### config.mk
export PLATFORM = sky130hd
export DESIGN_NAME = mcc_mac
export DESIGN_NICKNAME = d
export VERILOG_FILES = /design/src/sv/mcc_pkg.sv /design/src/sv/mcc_mac.sv
export SDC_FILE = /design/constraint.sdc
export NUM_CORES = 1
export LEC_CHECK = 0
export BUFFER_PORTS_ARGS = -buffer_cell sky130_fd_sc_hd__buf_2
export CAP_MARGIN = 0
export CORE_MARGIN = 1
export CORE_UTILIZATION = 55
export DETAILED_ROUTE_END_ITERATION = 8
export PLACE_DENSITY = 0.75
export SLEW_MARGIN = 20
export SYNTH_ARGS = -nofsm -noshare
export SYNTH_HDL_FRONTEND = slang
export SYNTH_SLANG_ARGS = --single-unit
### constraint.sdc
create_clock -name clk -period 7.5 [get_ports clk]
set_clock_uncertainty 0.1 [all_clocks]
set_input_delay 1.875 -clock clk [delete_from_list [all_inputs] [get_ports clk]]
set_output_delay 1.875 -clock clk [all_outputs]
set_load 0.02 [all_outputs]
### src/sv/mcc_pkg.sv
`default_nettype none
package mcc_pkg;

  localparam int DATA_W     = 16;
  localparam int FRAC_W     = 8;
  localparam int KERNEL     = 3;
  localparam int MAX_HEIGHT = 1024;

  localparam int DEF_MAX_WIDTH  = 32;
  localparam int DEF_MAX_IN_CH  = 8;
  localparam int DEF_MAX_OUT_CH = 16;

  localparam int CFG_DATA_W = 11;
  localparam int CFG_IDX_W  = 3;

  localparam logic [CFG_IDX_W-1:0] REG_IMAGE_WIDTH  = 3'd0;
  localparam logic [CFG_IDX_W-1:0] REG_IMAGE_HEIGHT = 3'd1;
  localparam logic [CFG_IDX_W-1:0] REG_IN_CHANNELS  = 3'd2;
  localparam logic [CFG_IDX_W-1:0] REG_OUT_CHANNELS = 3'd3;
  localparam logic [CFG_IDX_W-1:0] REG_RELU_ENABLE  = 3'd4;

  localparam logic [1:0] CMD_WEIGHT = 2'd0;
  localparam logic [1:0] CMD_BIAS   = 2'd1;
  localparam logic [1:0] CMD_SAMPLE = 2'd2;

  typedef struct packed {
    logic valid;
    logic first;
    logic last;
  } tap_ctl_t;

endpackage
`default_nettype wire

### src/sv/mcc_mac.sv
`default_nettype none
module mcc_mac #(
  parameter int MAX_IN_CH = mcc_pkg::DEF_MAX_IN_CH
) (
  input  wire logic                               clk,
  input  wire logic                               rst,
  input  wire mcc_pkg::tap_ctl_t                  tap,
  input  wire logic signed [mcc_pkg::DATA_W-1:0]  sample_data,
  input  wire logic signed [mcc_pkg::DATA_W-1:0]  weight_data,
  input  wire logic signed [mcc_pkg::DATA_W-1:0]  bias_data,
  input  wire logic                               relu_enable,
  output logic                                    done,
  output logic signed [mcc_pkg::DATA_W-1:0]       result
);

  localparam int NTERMS = MAX_IN_CH * mcc_pkg::KERNEL * mcc_pkg::KERNEL;
  localparam int ACC_W  = 2 * mcc_pkg::DATA_W + $clog2(NTERMS + 1);
  localparam logic signed [ACC_W-1:0] MAXV = ACC_W'((1 <<< (mcc_pkg::DATA_W - 1)) - 1);
  localparam logic signed [ACC_W-1:0] MINV = -MAXV - ACC_W'(1);

  mcc_pkg::tap_ctl_t                   p_ctl;
  logic signed [2*mcc_pkg::DATA_W-1:0] prod;
  logic signed [mcc_pkg::DATA_W-1:0]   bias_r;
  logic signed [ACC_W-1:0]             acc;
  logic signed [ACC_W-1:0]             bias_x;
  logic signed [ACC_W-1:0]             shifted;
  logic signed [ACC_W-1:0]             clipped;

  always_ff @(posedge clk) begin
    if (rst) begin
      p_ctl <= '0;
      done  <= 1'b0;
    end else begin
      p_ctl <= tap;
      done  <= p_ctl.valid & p_ctl.last;
    end
    prod   <= sample_data * weight_data;
    bias_r <= bias_data;
    if (p_ctl.valid) begin
      acc <= (p_ctl.first ? bias_x : acc) + ACC_W'(prod);
    end
  end

  always_comb begin
    bias_x  = ACC_W'(bias_r) <<< mcc_pkg::FRAC_W;
    shifted = acc >>> mcc_pkg::FRAC_W;
    clipped = shifted;
    if (relu_enable && shifted < 0) begin
      clipped = '0;
    end
    if (clipped > MAXV) begin
      clipped = MAXV;
    end else if (clipped < MINV) begin
      clipped = MINV;
    end
    result = clipped[mcc_pkg::DATA_W-1:0];
  end

endmodule
`default_nettype wire

== After elaboration in Yosys (flattened, before gate mapping) ==
Index checks and enable logic that the tools add are counted.

* Register bits: 91
* Bits in latches: 0
* Memory bits (writable): 0
* ROM bits: 0
* Memories: 0

* Add/subtract/negate cells: 1
* Multiply operators: 1
* Div/mod/pow operators: 0
* Magnitude comparators: 3
* Equality and inequality tests: 0
* Shift-type cells: 0
* Multiplexer cells: 4
* Bitwise operators: 1
* Reduce and logical (&&, ||, !) cells: 1

{| class="wikitable"
|+ Operators with widths
! cell !! count
|-
| 2-to-1 mux 39 bit || 2
|-
| adder 39 x 32 -> 39 bit || 1
|-
| > comparator 39 x 16 -> 1 bit, second input constant || 1
|-
| < comparator 39 x 16 -> 1 bit, second input constant || 1
|-
| multiplier 16 x 16 -> 32 bit || 1
|-
| 2-to-1 mux 16 bit || 2
|-
| < comparator 31 x 1 -> 1 bit, second input constant || 1
|-
| bitwise AND 1 bit || 1
|-
| logical AND 1 bit || 1
|}

== Longest topological paths before layout ==
* Word-level depth: 6
* Mapped depth: 23
* Mapped depth without buffers: 22

== Least setup slack after synthesis ==
No wires, ideal clock.

* Path kind: input -> register
* From: input sample_data[15] (netlist bit)
* To: register prod[31] (netlist bit)
* Arrival time: 7495 ps
* Setup slack: -174 ps
* Stages: 18
* Path buffers: 1
* Path through: clkbuf_1 nand2_1 inv_1 fa_1 fa_1 fa_1 fa_1 fa_1 fa_1 ha_1 a21o_1 a21o_1 a21oi_2 nor2_1 or4b_1 a21o_1 a2111o_1 o211ai_1

* Word-level cells in the longest chain between the ends: 1

{| class="wikitable"
|+ RTL lines
! what !! RTL line !! source
|-
| start, declared || mcc_mac.sv:8 || <nowiki>input wire logic signed [mcc_pkg::DATA_W-1:0] sample_data,</nowiki>
|-
| multiplier 16 x 16 -> 32 bit || mcc_mac.sv:37 || <nowiki>prod <= sample_data * weight_data;</nowiki>
|-
| end signal, assigned || mcc_mac.sv:37 ||
|-
| end, declared || mcc_mac.sv:22 || <nowiki>logic signed [2*mcc_pkg::DATA_W-1:0] prod;</nowiki>
|}

Every way passes these cells.
A chain may end at the register's enable or synchronous reset.

== Final worst setup path ==
* From: input weight_data[3] (netlist bit)
* To: register prod[31] (netlist bit)

* Word-level cells in the longest chain between the ends: 1

{| class="wikitable"
|+ RTL lines
! what !! RTL line !! source
|-
| start, declared || mcc_mac.sv:9 || <nowiki>input wire logic signed [mcc_pkg::DATA_W-1:0] weight_data,</nowiki>
|-
| multiplier 16 x 16 -> 32 bit || mcc_mac.sv:37 ||
|}

Every way passes these cells.

==> key figures <==
Status
  • Status: complete, but fails checks
  • Failing checks: DRC

Global routing
  • Vias in the first global route: 11000
  • First-pass GRT wire length: 52.1 mm
  • GRT overflow: 0
  • Initial antenna violation count: 0
  • Largest net degree at the start of global routing: 41
  • Tot GR Track Use: 24.0%

Setup path
  • Max FO, Critical Path: 16
  • Setup CP Type: input port to flop
  • CP startpoint kind: input port
  • R2R Path End: acc[28]
  • Crit. End Element: flop
  • Required @ worst endpoint: 7.67 ns
  • Data arrival, critical path: 7.42 ns
  • Worst r2r src: p_ctl[1]
  • Register-to-Register Path Depth: 11
  • Reg2Reg Setup Slack: 3.82 ns

Synth
  • Synthesized area: 0.0147 mm²
  • Synthesis Warnings: 0
  • #FFs+latches synth: 91
  • Top_reg_cell synth: dfxtp_1
  • Post-synth cell types: 62
  • Mean Syn Cell Area: 9.37 µm²
  • Post-synth EDFFs: 39
  • Syn nets: 2004
  • Seq/Total Area, Yosys: 15.1%
  • Post-synthesis async set-or-reset flop share: 0%
  • Syn Inst Count: 1567

Clock tree
  • Clk root buf: clkbuf_16
  • Max clock buf depth: 2
  • Cts bufs inserted: 9
  • Clock transition at path regs: 0.07 ns
  • CTS tree: done
  • Setup bufs post-CTS: 0
  • H-tree depth: 3
  • Clk_lat worst skew: 0.34 ns
  • Clk sink count: 91
  • # hold bufs at CTS: 0

Floorplanning
  • Die footprint: 0.0274 mm²
  • Die width: 165 µm
  • Initial core utilization: 56.2%
  • Core Area: 0.0261 mm²
  • Height of the die: 165 µm
  • # rows: 59
  • Ports: 71

Final layout
  • Diode count: 0
  • Most frequent cells in the layout: inv_1 (335), fa_1 (261), nand2_1 (142)
  • Nets: 2121
  • Area growth syn-to-layout: 10.5%
  • Finished layout cell area: 0.0162 mm²
  • Fill count: 2161
  • Layout cells sized above 1: 11.9%
  • Commonest non-fill, non-tap cell in the layout: inv_1
  • Finished Layout Cells: 2024

STA
  • RSZ-0062 raised after global routing: false
  • Fin. Hold Viols: 0
  • PnR worst setup slack: 0.247 ns
  • Slew @ Worst Pin: 0.970 ns
  • Endpoints failing setup: 0
  • Max Slew Vio Count: 0
  • Fmax: 0.138 GHz
  • Fin crit period: 7.25 ns
  • Slew margin rel.: 35.3%
  • Post-route clock period utilization: 96.7%

Routing
  • Vias per inst: 5.25
  • DRC viols: 14
  • Residual antenna-violating net count after detailed routing: 0
  • Routed WL per cell: 15.3 µm
  • Total Routed Length: 30.9 mm
  • Via count: 10600
  • Initial DRC count: 676
  • 1st-pass router iterations: 7

Min path
  • Worst min path class: flop to flop
  • Hold path endpoint: done
  • WHS Path Cells: 2
  • Min-delay src: p_ctl[0]

Placed design
  • RePlAce Congestion: 0.911
  • Port bufs: 70
  • Placed cells: 2008
  • HPWL Detailed: 26.3 mm
  • Placed cell area: 0.0159 mm²
  • Post-Place Setup Slack: -0.162 ns

Job
  • Max cap viols: 0
-- what timing repair did --
action                                  in CTS  in global routing
endpoints found under the setup margin       0                  5
hold endpoints to repair                     0                  0
resized for setup                            0                  4
-- cell families (layout without fill, tap and decap cells) --
family,after synthesis,in the layout,share of synthesized area [%]
buf+inv,380,502,9.72
fa+ha+maj,383,383,46.1
mux,16,16,1.22
flops,91,91,15.1
compound gates,227,227,10.2
xor+xnor,63,63,3.76
simple gates,407,407,14.0
-- cell type report --
class	instances	area (µm²)	share of cell area, %
multi-input cells	1096	11100	68.1
flip-flops and latches	91	2210	13.6
inverters	335	1260	7.75
repair buffers	151	973	6.00
well taps	335	419	2.58
clock buffers	9	225	1.39
clock inverters	7	81.3	0.501
-- flip-flops by register name, indices dropped and copies added (netlist names) --
signal	count
acc	39
bias_r	16
done	1
p_ctl	3
prod	32
-- critical path, stage by stage --
cell      delay, ns
buf_2          0.27
and2_1         0.20
fa_2           0.51
fa_2           0.65
fa_1           0.47
fa_1           0.56
fa_1           0.43
fa_1           0.44
ha_1           0.32
a21o_1         0.17
a21o_1         0.19
a21oi_2        0.15
nor2_1         0.07
or4b_1         0.47
a21o_1         0.19
a2111o_1       0.36
o211ai_1       0.09
-- stage by stage --
step	utilization (%)	hold WS [ns]	TNS, ns
3_3_place_gp	60.9	0.303	-0.00990
4_1_cts	62.1	0.326	0
3_5_place_dp	60.9	0.319	-0.509
6_report	62.1	0.317	0
2_1_floorplan	-	0.295	0
5_1_grt	62.1	0.361	0
-- how the worst max path moves through the flow --
stage / startpoint / to / slack (ns)
CTS: sample_data[15] / prod[31] / 0.22
global placement: sample_data[15] / prod[31] / -0.01
floorplan: weight_data[4] / prod[31] / 0.06
finish: weight_data[3] / prod[31] / 0.25
detailed placement: sample_data[15] / prod[31] / -0.16
global route: weight_data[3] / prod[31] / 0.002
-- synthesized netlist by cell type (all sizes together), types with 6 or more instances --
library cell  count  area share [%]
a211oi            7            0.36
a21o             41             2.1
a21oi            62             2.2
a31oi             6            0.36
and2            129             5.5
clkbuf           43             1.1
dfxtp            52             7.1
edfxtp           39             8.0
fa              263              36
ha              120              10
inv             335             8.6
mux2             15             1.2
nand2           143             3.7
nand2b            8            0.34
nand3             7            0.24
nand4            11            0.47
nor2             52             1.3
nor2b            20            0.85
nor3             13            0.44
o211ai            8            0.44
o21a             17            0.87
o21ai            53             1.8
o21bai           10            0.51
xnor2            43             2.6
xor2             20             1.2
-- per-layer routing --
metal / GRT usage, % / part of all wire [%] / vias to the layer above
met4: 5.62 / 1.1 / 0
met3: 2.90 / 6.0 / 33
li1: - / - / 5125
met5: 0 / 0 / -
met2: 39.2 / 46 / 324
met1: 34.3 / 47 / 5141
Power is left out: the tool's default activity adds up to more than one toggle a clock period on the data nets, which glitch-free logic cannot reach.
