===== src/sv/mcc_ram.sv =====
`default_nettype none
module mcc_ram #(
  parameter int WIDTH = 16,
  parameter int DEPTH = 16
) (
  input  wire logic                                  clk,
  input  wire logic                                  we,
  input  wire logic [(DEPTH > 1 ? $clog2(DEPTH) : 1)-1:0] waddr,
  input  wire logic [WIDTH-1:0]                      wdata,
  input  wire logic [(DEPTH > 1 ? $clog2(DEPTH) : 1)-1:0] raddr,
  output logic      [WIDTH-1:0]                      rdata
);

  logic [WIDTH-1:0] mem [DEPTH];

  always_ff @(posedge clk) begin
    if (we) begin
      mem[waddr] <= wdata;
    end
    rdata <= mem[raddr];
  end

endmodule
`default_nettype wire


===== config.mk =====
export PLATFORM = sky130hd
export DESIGN_NAME = mcc_ram
export DESIGN_NICKNAME = d
export VERILOG_FILES = /design/src/sv/mcc_ram.sv
export SDC_FILE = /design/constraint.sdc
export NUM_CORES = 1
export LEC_CHECK = 0
export BUFFER_PORTS_ARGS = -buffer_cell sky130_fd_sc_hd__buf_2
export CAP_MARGIN = 20
export CORE_MARGIN = 4
export CORE_UTILIZATION = 61
export CTS_CLUSTER_SIZE = 25
export DETAILED_ROUTE_END_ITERATION = 7
export GPL_TIMING_DRIVEN = 0
export HOLD_SLACK_MARGIN = 0.02
export MAX_ROUTING_LAYER = met4
export PLACE_DENSITY = 0.79
export SKIP_CTS_REPAIR_TIMING = 1
export SYNTH_ARGS = -nofsm -noshare
export SYNTH_HDL_FRONTEND = slang
export SYNTH_SLANG_ARGS = --single-unit

===== constraint.sdc =====
create_clock -name clk -period 3.3 [get_ports clk]
set_input_delay 0.495 -clock clk [delete_from_list [all_inputs] [get_ports clk]]
set_output_delay 0.495 -clock clk [all_outputs]
set_load 0.02 [all_outputs]

# Word-level counts from Yosys, hierarchy flattened
# Memory sizes are Yosys's and may differ from the RTL's. A register that Yosys moved wholly into a read port is not among the register bits.
# Index checks and enable logic that the tools add are counted.
[op_classes] n_mux=2
[ops] op="1-bit two-way mux" count=2
[word_totals] reg_bits=0 ram_bits=256 in_bits=26 output_inout_bits=16 wordCells=3 memories=1
[memory_table] memory="mem" words=16 word_bits=16 rd=1 rd_ports_with_merged_regs=1 write_ports=1 line="14" source="logic [WIDTH-1:0] mem [DEPTH];"

# Logic depth before layout (Yosys ltp)
# Gate-level depths: netlist (run 1).
[logic_depth] depth_word=2 mapped_depth=5 ltp_nobuf=3

# Least setup slack after synthesis (run 1)
# Ideal clock, no wire load.
[synth_path] path_type="in2reg" from="in waddr[2] (netlist name)" to="mem mem[0][0], enable pin" setup_ns=0.409 t_arrival_ns=2.141 required_ns=2.891 path_slack_ns=0.750 cell_stages=2 path_buffers=0 cell_sequence="or3b_2 -> nor3_1"
[synth_rtl] item="start, declared" line="8" source="input wire logic [(DEPTH > 1 ? $clog2(DEPTH) : 1)-1:0] waddr,"
[synth_rtl] item="end, declared" line="14"
# Straight into the memory's write port.

# Worst setup path in the final report (run 1)
[layout_path] from="in waddr[2] (netlist name)" to="mem mem[0][2], enable pin"
# Straight into the memory's write port.

==> results.md, run 1 <==
- I/O Pins: between 40 and 50
- Worst-Skew Late Latency: 0.52 ns
- Syn_nets: 458
- Status: finished, final reports clean
- CP Data Arrival Time: approximately 2.1 ns
- Detailed-route wire length per cell: around 27 µm
- RSZ-0062 raised after global routing: no
- Starting Density: 62.8%
- Crit-path leading delay family: simple AND/OR/NAND/NOR gates
- # clock sinks: between 200 and 300
- Final wirelength: roughly 21 mm
- Critical Path End: mem[0][2]
- CTS tree: built
- Pin count of the biggest net entering global routing: 17
- Worst r2r path cells: 3
- CP cell instances: buf_2 -> or3b_2 -> nor3_2 -> buf_8
- Synth-to-layout area growth: 15.8%
- Buf/Inv on CP: 2
- Tcrit/Tclk final: between 50% and 60%
- Max Slew Vio Count: 0
- # H-tree levels: 1
- CP Class: primary input to register
- Worst R2R End: rdata[10]
- Detail Route Antenna Nets: 0
- GRT Total Usage: 24.4%
- Yosys reg bits: about 270
- Crit-path max cell delay: about 0.66 ns
- Leakage: roughly 0.0038 µW
- Max frequency: between 500 and 600 MHz
- Worst slew pin tran: approximately 1.1 ns
- First-pass GRT wire length: 31.7 mm
- Die X: about 140 µm
- Core ar.: 0.0160 mm²
- Maximum VDD drop: between 0.0004 and 0.0005 V
- Cts bufs inserted: 26
- GR Overflow Total: 0
- DR iter-0 viols: roughly 590
- Maxcap violations: 0
- Initial antenna violation count: 0
- Total Die Area: roughly 0.019 mm²
- Layout Nets: approximately 540
- Vias: between 4,000 and 5,000
- Hpwl dp: between 10 and 15 mm
- Share of layout cells above drive strength 1: 32.1%
- Antenna Cells: 0
- Final setup vio count: 0
- Crit. Startpoint: waddr[2]
- PD cells: roughly 600 mW/mm²
- YS warnings: 0
- Hold WC Path Type: primary input to register
- Slowest cell on the critical path: nor3_2
- Min Hold Slack: between 0.3 and 0.4 ns
- Power, Total: around 7100 µW
- Final hold vios: 0
- Clock transition at the registers of the reported paths: about 0.060 ns
- CTS max path bufs: 3
- Setup tns final: 0 ns
- Slew Limit Headroom: 29.2%
- R2R setup slack: 1.87 ns
- Final worst path period need: between 1.5 and 2 ns
- WP depth: 4
- Num rows: 46
- Reg2Reg Launch Point: mem[1][10]
- Die Ht: around 140 µm
- Syn_area_per_cell: ~23 µm²
- CP Capture Type: register
- CP Launch Type: primary input
- DRC: 0
- Synth Instances: approximately 430
- Gpl congestion: roughly 0.75
- CTS root buffer: clkbuf_16
- Required time worst endpoint: ~3.5 ns
- Final Core Density: between 70% and 80%
- Number of global-route vias before repair: 5,144
- CP Max Fanout: 9
- Post-synth cell types: 19
- Pre-antenna DRT Iters: 5
- Clk_skew: roughly 0.015 ns
- Via-per-instance ratio: 6.49
- Syn Std Cell Area: around 0.01 mm²
- Post-synthesis sequential area ratio: between 70% and 80%
- # port buffers: 39
==> cell usage in the layout, fill, tap and decap left out <==
cell type	n
a22oi_1	32
and2_1	1
buf_1	3
buf_2	42
buf_4	3
buf_6	6
buf_8	15
bufinv_16	2
clkbuf_1	20
clkbuf_16	26
clkbuf_8	2
clkinv_1	1
clkinv_2	3
clkinv_4	1
clkinv_8	1
dfxtp_1	16
edfxtp_1	256
mux4_1	10
mux4_2	54
nand2_1	17
nand2b_1	2
nand3_1	1
nand3b_1	2
nor2_1	1
nor2_2	12
nor2b_1	2
nor3_2	4
or3b_2	1
==> worst min path at each step <==
stage                startpoint  slack, ns          to  depth (start not counted)
finish                 wdata[4]       0.34  mem[12][4]                          1
global route          wdata[12]       0.33  mem[9][12]                          1
CTS                    wdata[4]       0.32  mem[14][4]                          1
detailed placement  mem[12][14]       0.66   rdata[14]                          3
global placement     mem[14][0]       0.65    rdata[0]                          3
floorplan              wdata[0]       0.59   mem[0][0]                          0
==> stage by stage <==
stage,worst slack (ns),cells,instance area [µm²]
after floorplan,0.750,432,10000
after global placement,-0.409,687,10500
after detailed placement,0.911,704,10800
after CTS,1.45,752,11600
after global routing,1.37,752,11600
final,1.44,752,11600
==> report_power, final <==
| group | total (µW) | switching, µW | internal (µW) | leakage (µW) |
|---|---|---|---|---|
| clock | 2850 | 1180 | 1670 | 0.000402 |
| sequential | 3880 | 21.7 | 3860 | 0.00245 |
| combinational | 381 | 230 | 151 | 0.000962 |
| total | 7110 | 1430 | 5680 | 0.00381 |
==> cells by family (layout without fill, tap and decap cells) <==
kind of cell	after synthesis	after routing	synth area share (%)
and+or+nand+nor	43	43	1.92
buffers and inverters	21	125	1.23
muxes	64	64	14.7
AOI/OAI and AO/OA	32	32	2.39
DFF	272	272	79.7
==> synthesized netlist by cell type <==
library cell | count | area share (%)
nand2b_1 | 2 | 0.12
a22oi_1 | 32 | 2.4
nand3b_1 | 2 | 0.15
buf_2 | 3 | 0.15
and2_1 | 1 | 0.062
edfxtp_1 | 256 | 77
dfxtp_1 | 16 | 3.2
nor2_1 | 13 | 0.49
nor3_1 | 4 | 0.20
buf_4 | 3 | 0.22
nand3_1 | 1 | 0.050
buf_1 | 3 | 0.11
or3b_2 | 1 | 0.087
nor2b_1 | 2 | 0.12
clkbuf_1 | 8 | 0.30
mux4_2 | 54 | 12
nand2_1 | 17 | 0.64
mux4_1 | 10 | 2.6
buf_6 | 4 | 0.45
==> routing by layer <==
metal | vias up | track usage, % | wire (µm)
met4 | 0 | 7.17 | 623
li1 | 2019 | - | -
met1 | 2531 | 33.8 | 7960
met5 | - | - | 0
met3 | 60 | 4.22 | 1730
met2 | 268 | 38.4 | 10300
==> worst reg2reg max path: stages (launching register included) <==
cell and delay (ns):
edfxtp_1 0.39, mux4_1 0.55, a22oi_1 0.27, nand2_1 0.11
==> cell type report <==
type / instances / area (µm²)
Buffer: 21 / 124
Tap cell: 216 / 270
Sequential cell: 272 / 8010
Timing Repair Buffer: 56 / 443
Clock buffer: 40 / 723
Clock inverter: 8 / 104
Multi-Input combinational cell: 139 / 1960
Fill cell: 929 / 4370
==> sequential cells by signal (all words and copies together) (netlist names) <==
name / count
mem: 256
rdata: 16
Note: power is estimated with default switching activity, not from simulation.
==> run 2: changes to the inputs <==
==> constraint.sdc (replaced) <==
create_clock -name clk -period 1.75 [get_ports clk]
set_input_delay 0.2625 -clock clk [delete_from_list [all_inputs] [get_ports clk]]
set_output_delay 0.2625 -clock clk [all_outputs]
set_load 0.02 [all_outputs]
==> run 2 against run 1 <==
Compared with the run above: via count down 0.74%; clock skew down 0.0060 ns; flip-flop and latch count unchanged; critical path type unchanged.
==> results.md, run 2 (synthesis results as in run 1) <==
- PD cells: 1150 mW/mm² (+89%)
- DR iter-0 viols: 611 (+4.3%)
- Crit-path max cell delay: 0.75 ns (+0.09 ns)
- Antenna Cells: 0 (unchanged)
- CP Class: primary input to register
- CP Data Arrival Time: 2.00 ns (-0.09 ns)
- CP Launch Type: primary input
- # clock sinks: 272 (unchanged)
- # port buffers: 39 (unchanged)
- Largest regs: mem x256, rdata x16
- Setup tns final: 0 ns (unchanged)
- Max reg flops: 256 (unchanged)
- Fillers: 919 (-1.1%)
- Area after DPL: 0.0108 mm² (+0.14%)
- # H-tree levels: 1 (unchanged)
- Required time worst endpoint: 2.13 ns (-1.39 ns)
- Worst setup margin: 0.130 ns (-1.31 ns)
- Crit-path leading delay family: buffers and inverters
- Final wirelength: 20.7 mm (+0.53%)
- Clock transition at the registers of the reported paths: 0.06 ns (about the same)
- Detail Route Antenna Nets: 0 (unchanged)
- Leakage: 0.00383 µW (+0.46%)
- Most common cell after layout, fill and taps aside: edfxtp_1
- Max frequency: 617 MHz
- Core ar.: 0.0160 mm² (unchanged)
- Most frequent cells in the layout: edfxtp_1, mux4_2, buf_2
- Final Instance Area: 0.0117 mm² (+0.41%)
- Maxcap violations: 0 (unchanged)
- CTS root buffer: clkbuf_16
- CP Capture Type: register
- I/O Pins: 42 (unchanged)
- Worst-Skew Late Latency: 0.52 ns (about the same)
- Detailed-route wire length per cell: 27.7 µm (+0.80%)
- CP Max Fanout: 10 (+1)
- Final hold vios: 0 (unchanged)
- Worst slew pin tran: 0.953 ns (-0.104 ns)
- Cts bufs inserted: 26 (unchanged)
- Pin count of the biggest net entering global routing: 17 (unchanged)
- GR Overflow Total: 0 (unchanged)
- Pre-antenna DRT Iters: 5 (unchanged)
- Hpwl dp: 12.5 mm (-3.5%)
- CTS tree: built
- Die X: 136 µm (unchanged)
- Share of layout cells above drive strength 1: 32.2% (+0.12 points)
- Final worst path period need: roughly 1.6 ns
- Max Slew Vio Count: 0 (unchanged)
- Final setup vio count: 0 (unchanged)
- Status: finished, final reports clean
- Starting Density: 62.8% (unchanged)
- Power, Total: 13,500 µW (+90%)
- Clk_skew: 0.00942 ns (-0.00595 ns)
- CTS max path bufs: 3 (unchanged)
- RSZ-0062 raised after global routing: no
- Via-per-instance ratio: 6.46 (-0.47%)
- GRT Total Usage: 24.0% (-0.45 points)
- Slowest cell on the critical path: buf_1
- Placement Setup Slack: -0.499 ns (-1.41 ns)
- Buf/Inv on CP: 2 (unchanged)
- Initial antenna violation count: 0 (unchanged)
- Number of global-route vias before repair: 5,004 (-2.7%)
- Reg with most FFs: mem
- First-pass GRT wire length: 31.0 mm (-2.1%)
- Tcrit/Tclk final: between 90% and 100%
- Slew Limit Headroom: 36.5% (+7.3 points)
- CP cell instances: buf_2 -> buf_1 -> mux4_2 -> a22oi_1 -> nand2_1
- Num rows: 46 (unchanged)
- Maximum VDD drop: 0.00101 V (+110%)
- Vias: 4,842 (-0.74%)
- Die Ht: 136 µm (unchanged)
- Synth-to-layout area growth: 16.3%
- Hold WC Path Type: primary input to register
- Total Die Area: 0.0186 mm² (unchanged)
- Gpl congestion: 0.779 (+3.7%)
- Layout Nets: 541 (-0.18%)
- DRC: 0 (unchanged)
==> run 2: through the flow <==
step	instances	hold WS, ns	utilization (%)
finish	750	0.117	73.0
floorplan	432	0.361	-
detailed placement	702	0.639	67.6
global route	750	0.106	73.0
global placement	687	0.619	65.8
CTS	749	0.0934	72.8
==> run 2: path summary, 6_finish.rpt <==
check,slack (ns),depth (start not counted),from,end
worst max-delay path,0.13,5,raddr[1],rdata[9]
worst min-delay path,0.12,1,wdata[9],mem[3][9]
worst max register to register,0.38,3,mem[1][10],rdata[10]
worst min register to register,0.67,3,mem[15][14],rdata[14]
==> run 2: worst register-to-register path: cells and delay by family, from the launching register on <==
kind | cells | cell delay (ns)
DFF | 1 | 0.36
muxes | 1 | 0.52
and+or+nand+nor | 1 | 0.12
AOI/OAI and AO/OA | 1 | 0.25
==> run 2: area by class of cell <==
type                       instances  area [µm²]  area share (%)
tap                              216         270            2.31
timing repair buffer              55         460            3.94
sequential                       272        8010            68.6
multi-input combinational        139        1990            17.0
clock inverter                     9        95.1           0.814
clock buffer                      38         737            6.31
buffer                            21         124            1.06
==> run 2: per-layer routing <==
layer  vias up  global-route usage [%]  wire length [µm]
li1       2008                       -                 -
met1      2558                    34.1              8360
met2       241                    37.4             10400
met3        35                    3.29              1530
met4         0                    7.00               475
met5         -                       -                 0
==> run 2: where the power goes <==
| part | switching, µW | total (µW) | internal [µW] | leakage (µW) |
|---|---|---|---|---|
| logic | 438 | 725 | 287 | 0.000976 |
| registers | 38.1 | 7320 | 7280 | 0.00245 |
| clock network | 2240 | 5440 | 3210 | 0.000405 |
| total | 2710 | 13500 | 10800 | 0.00383 |
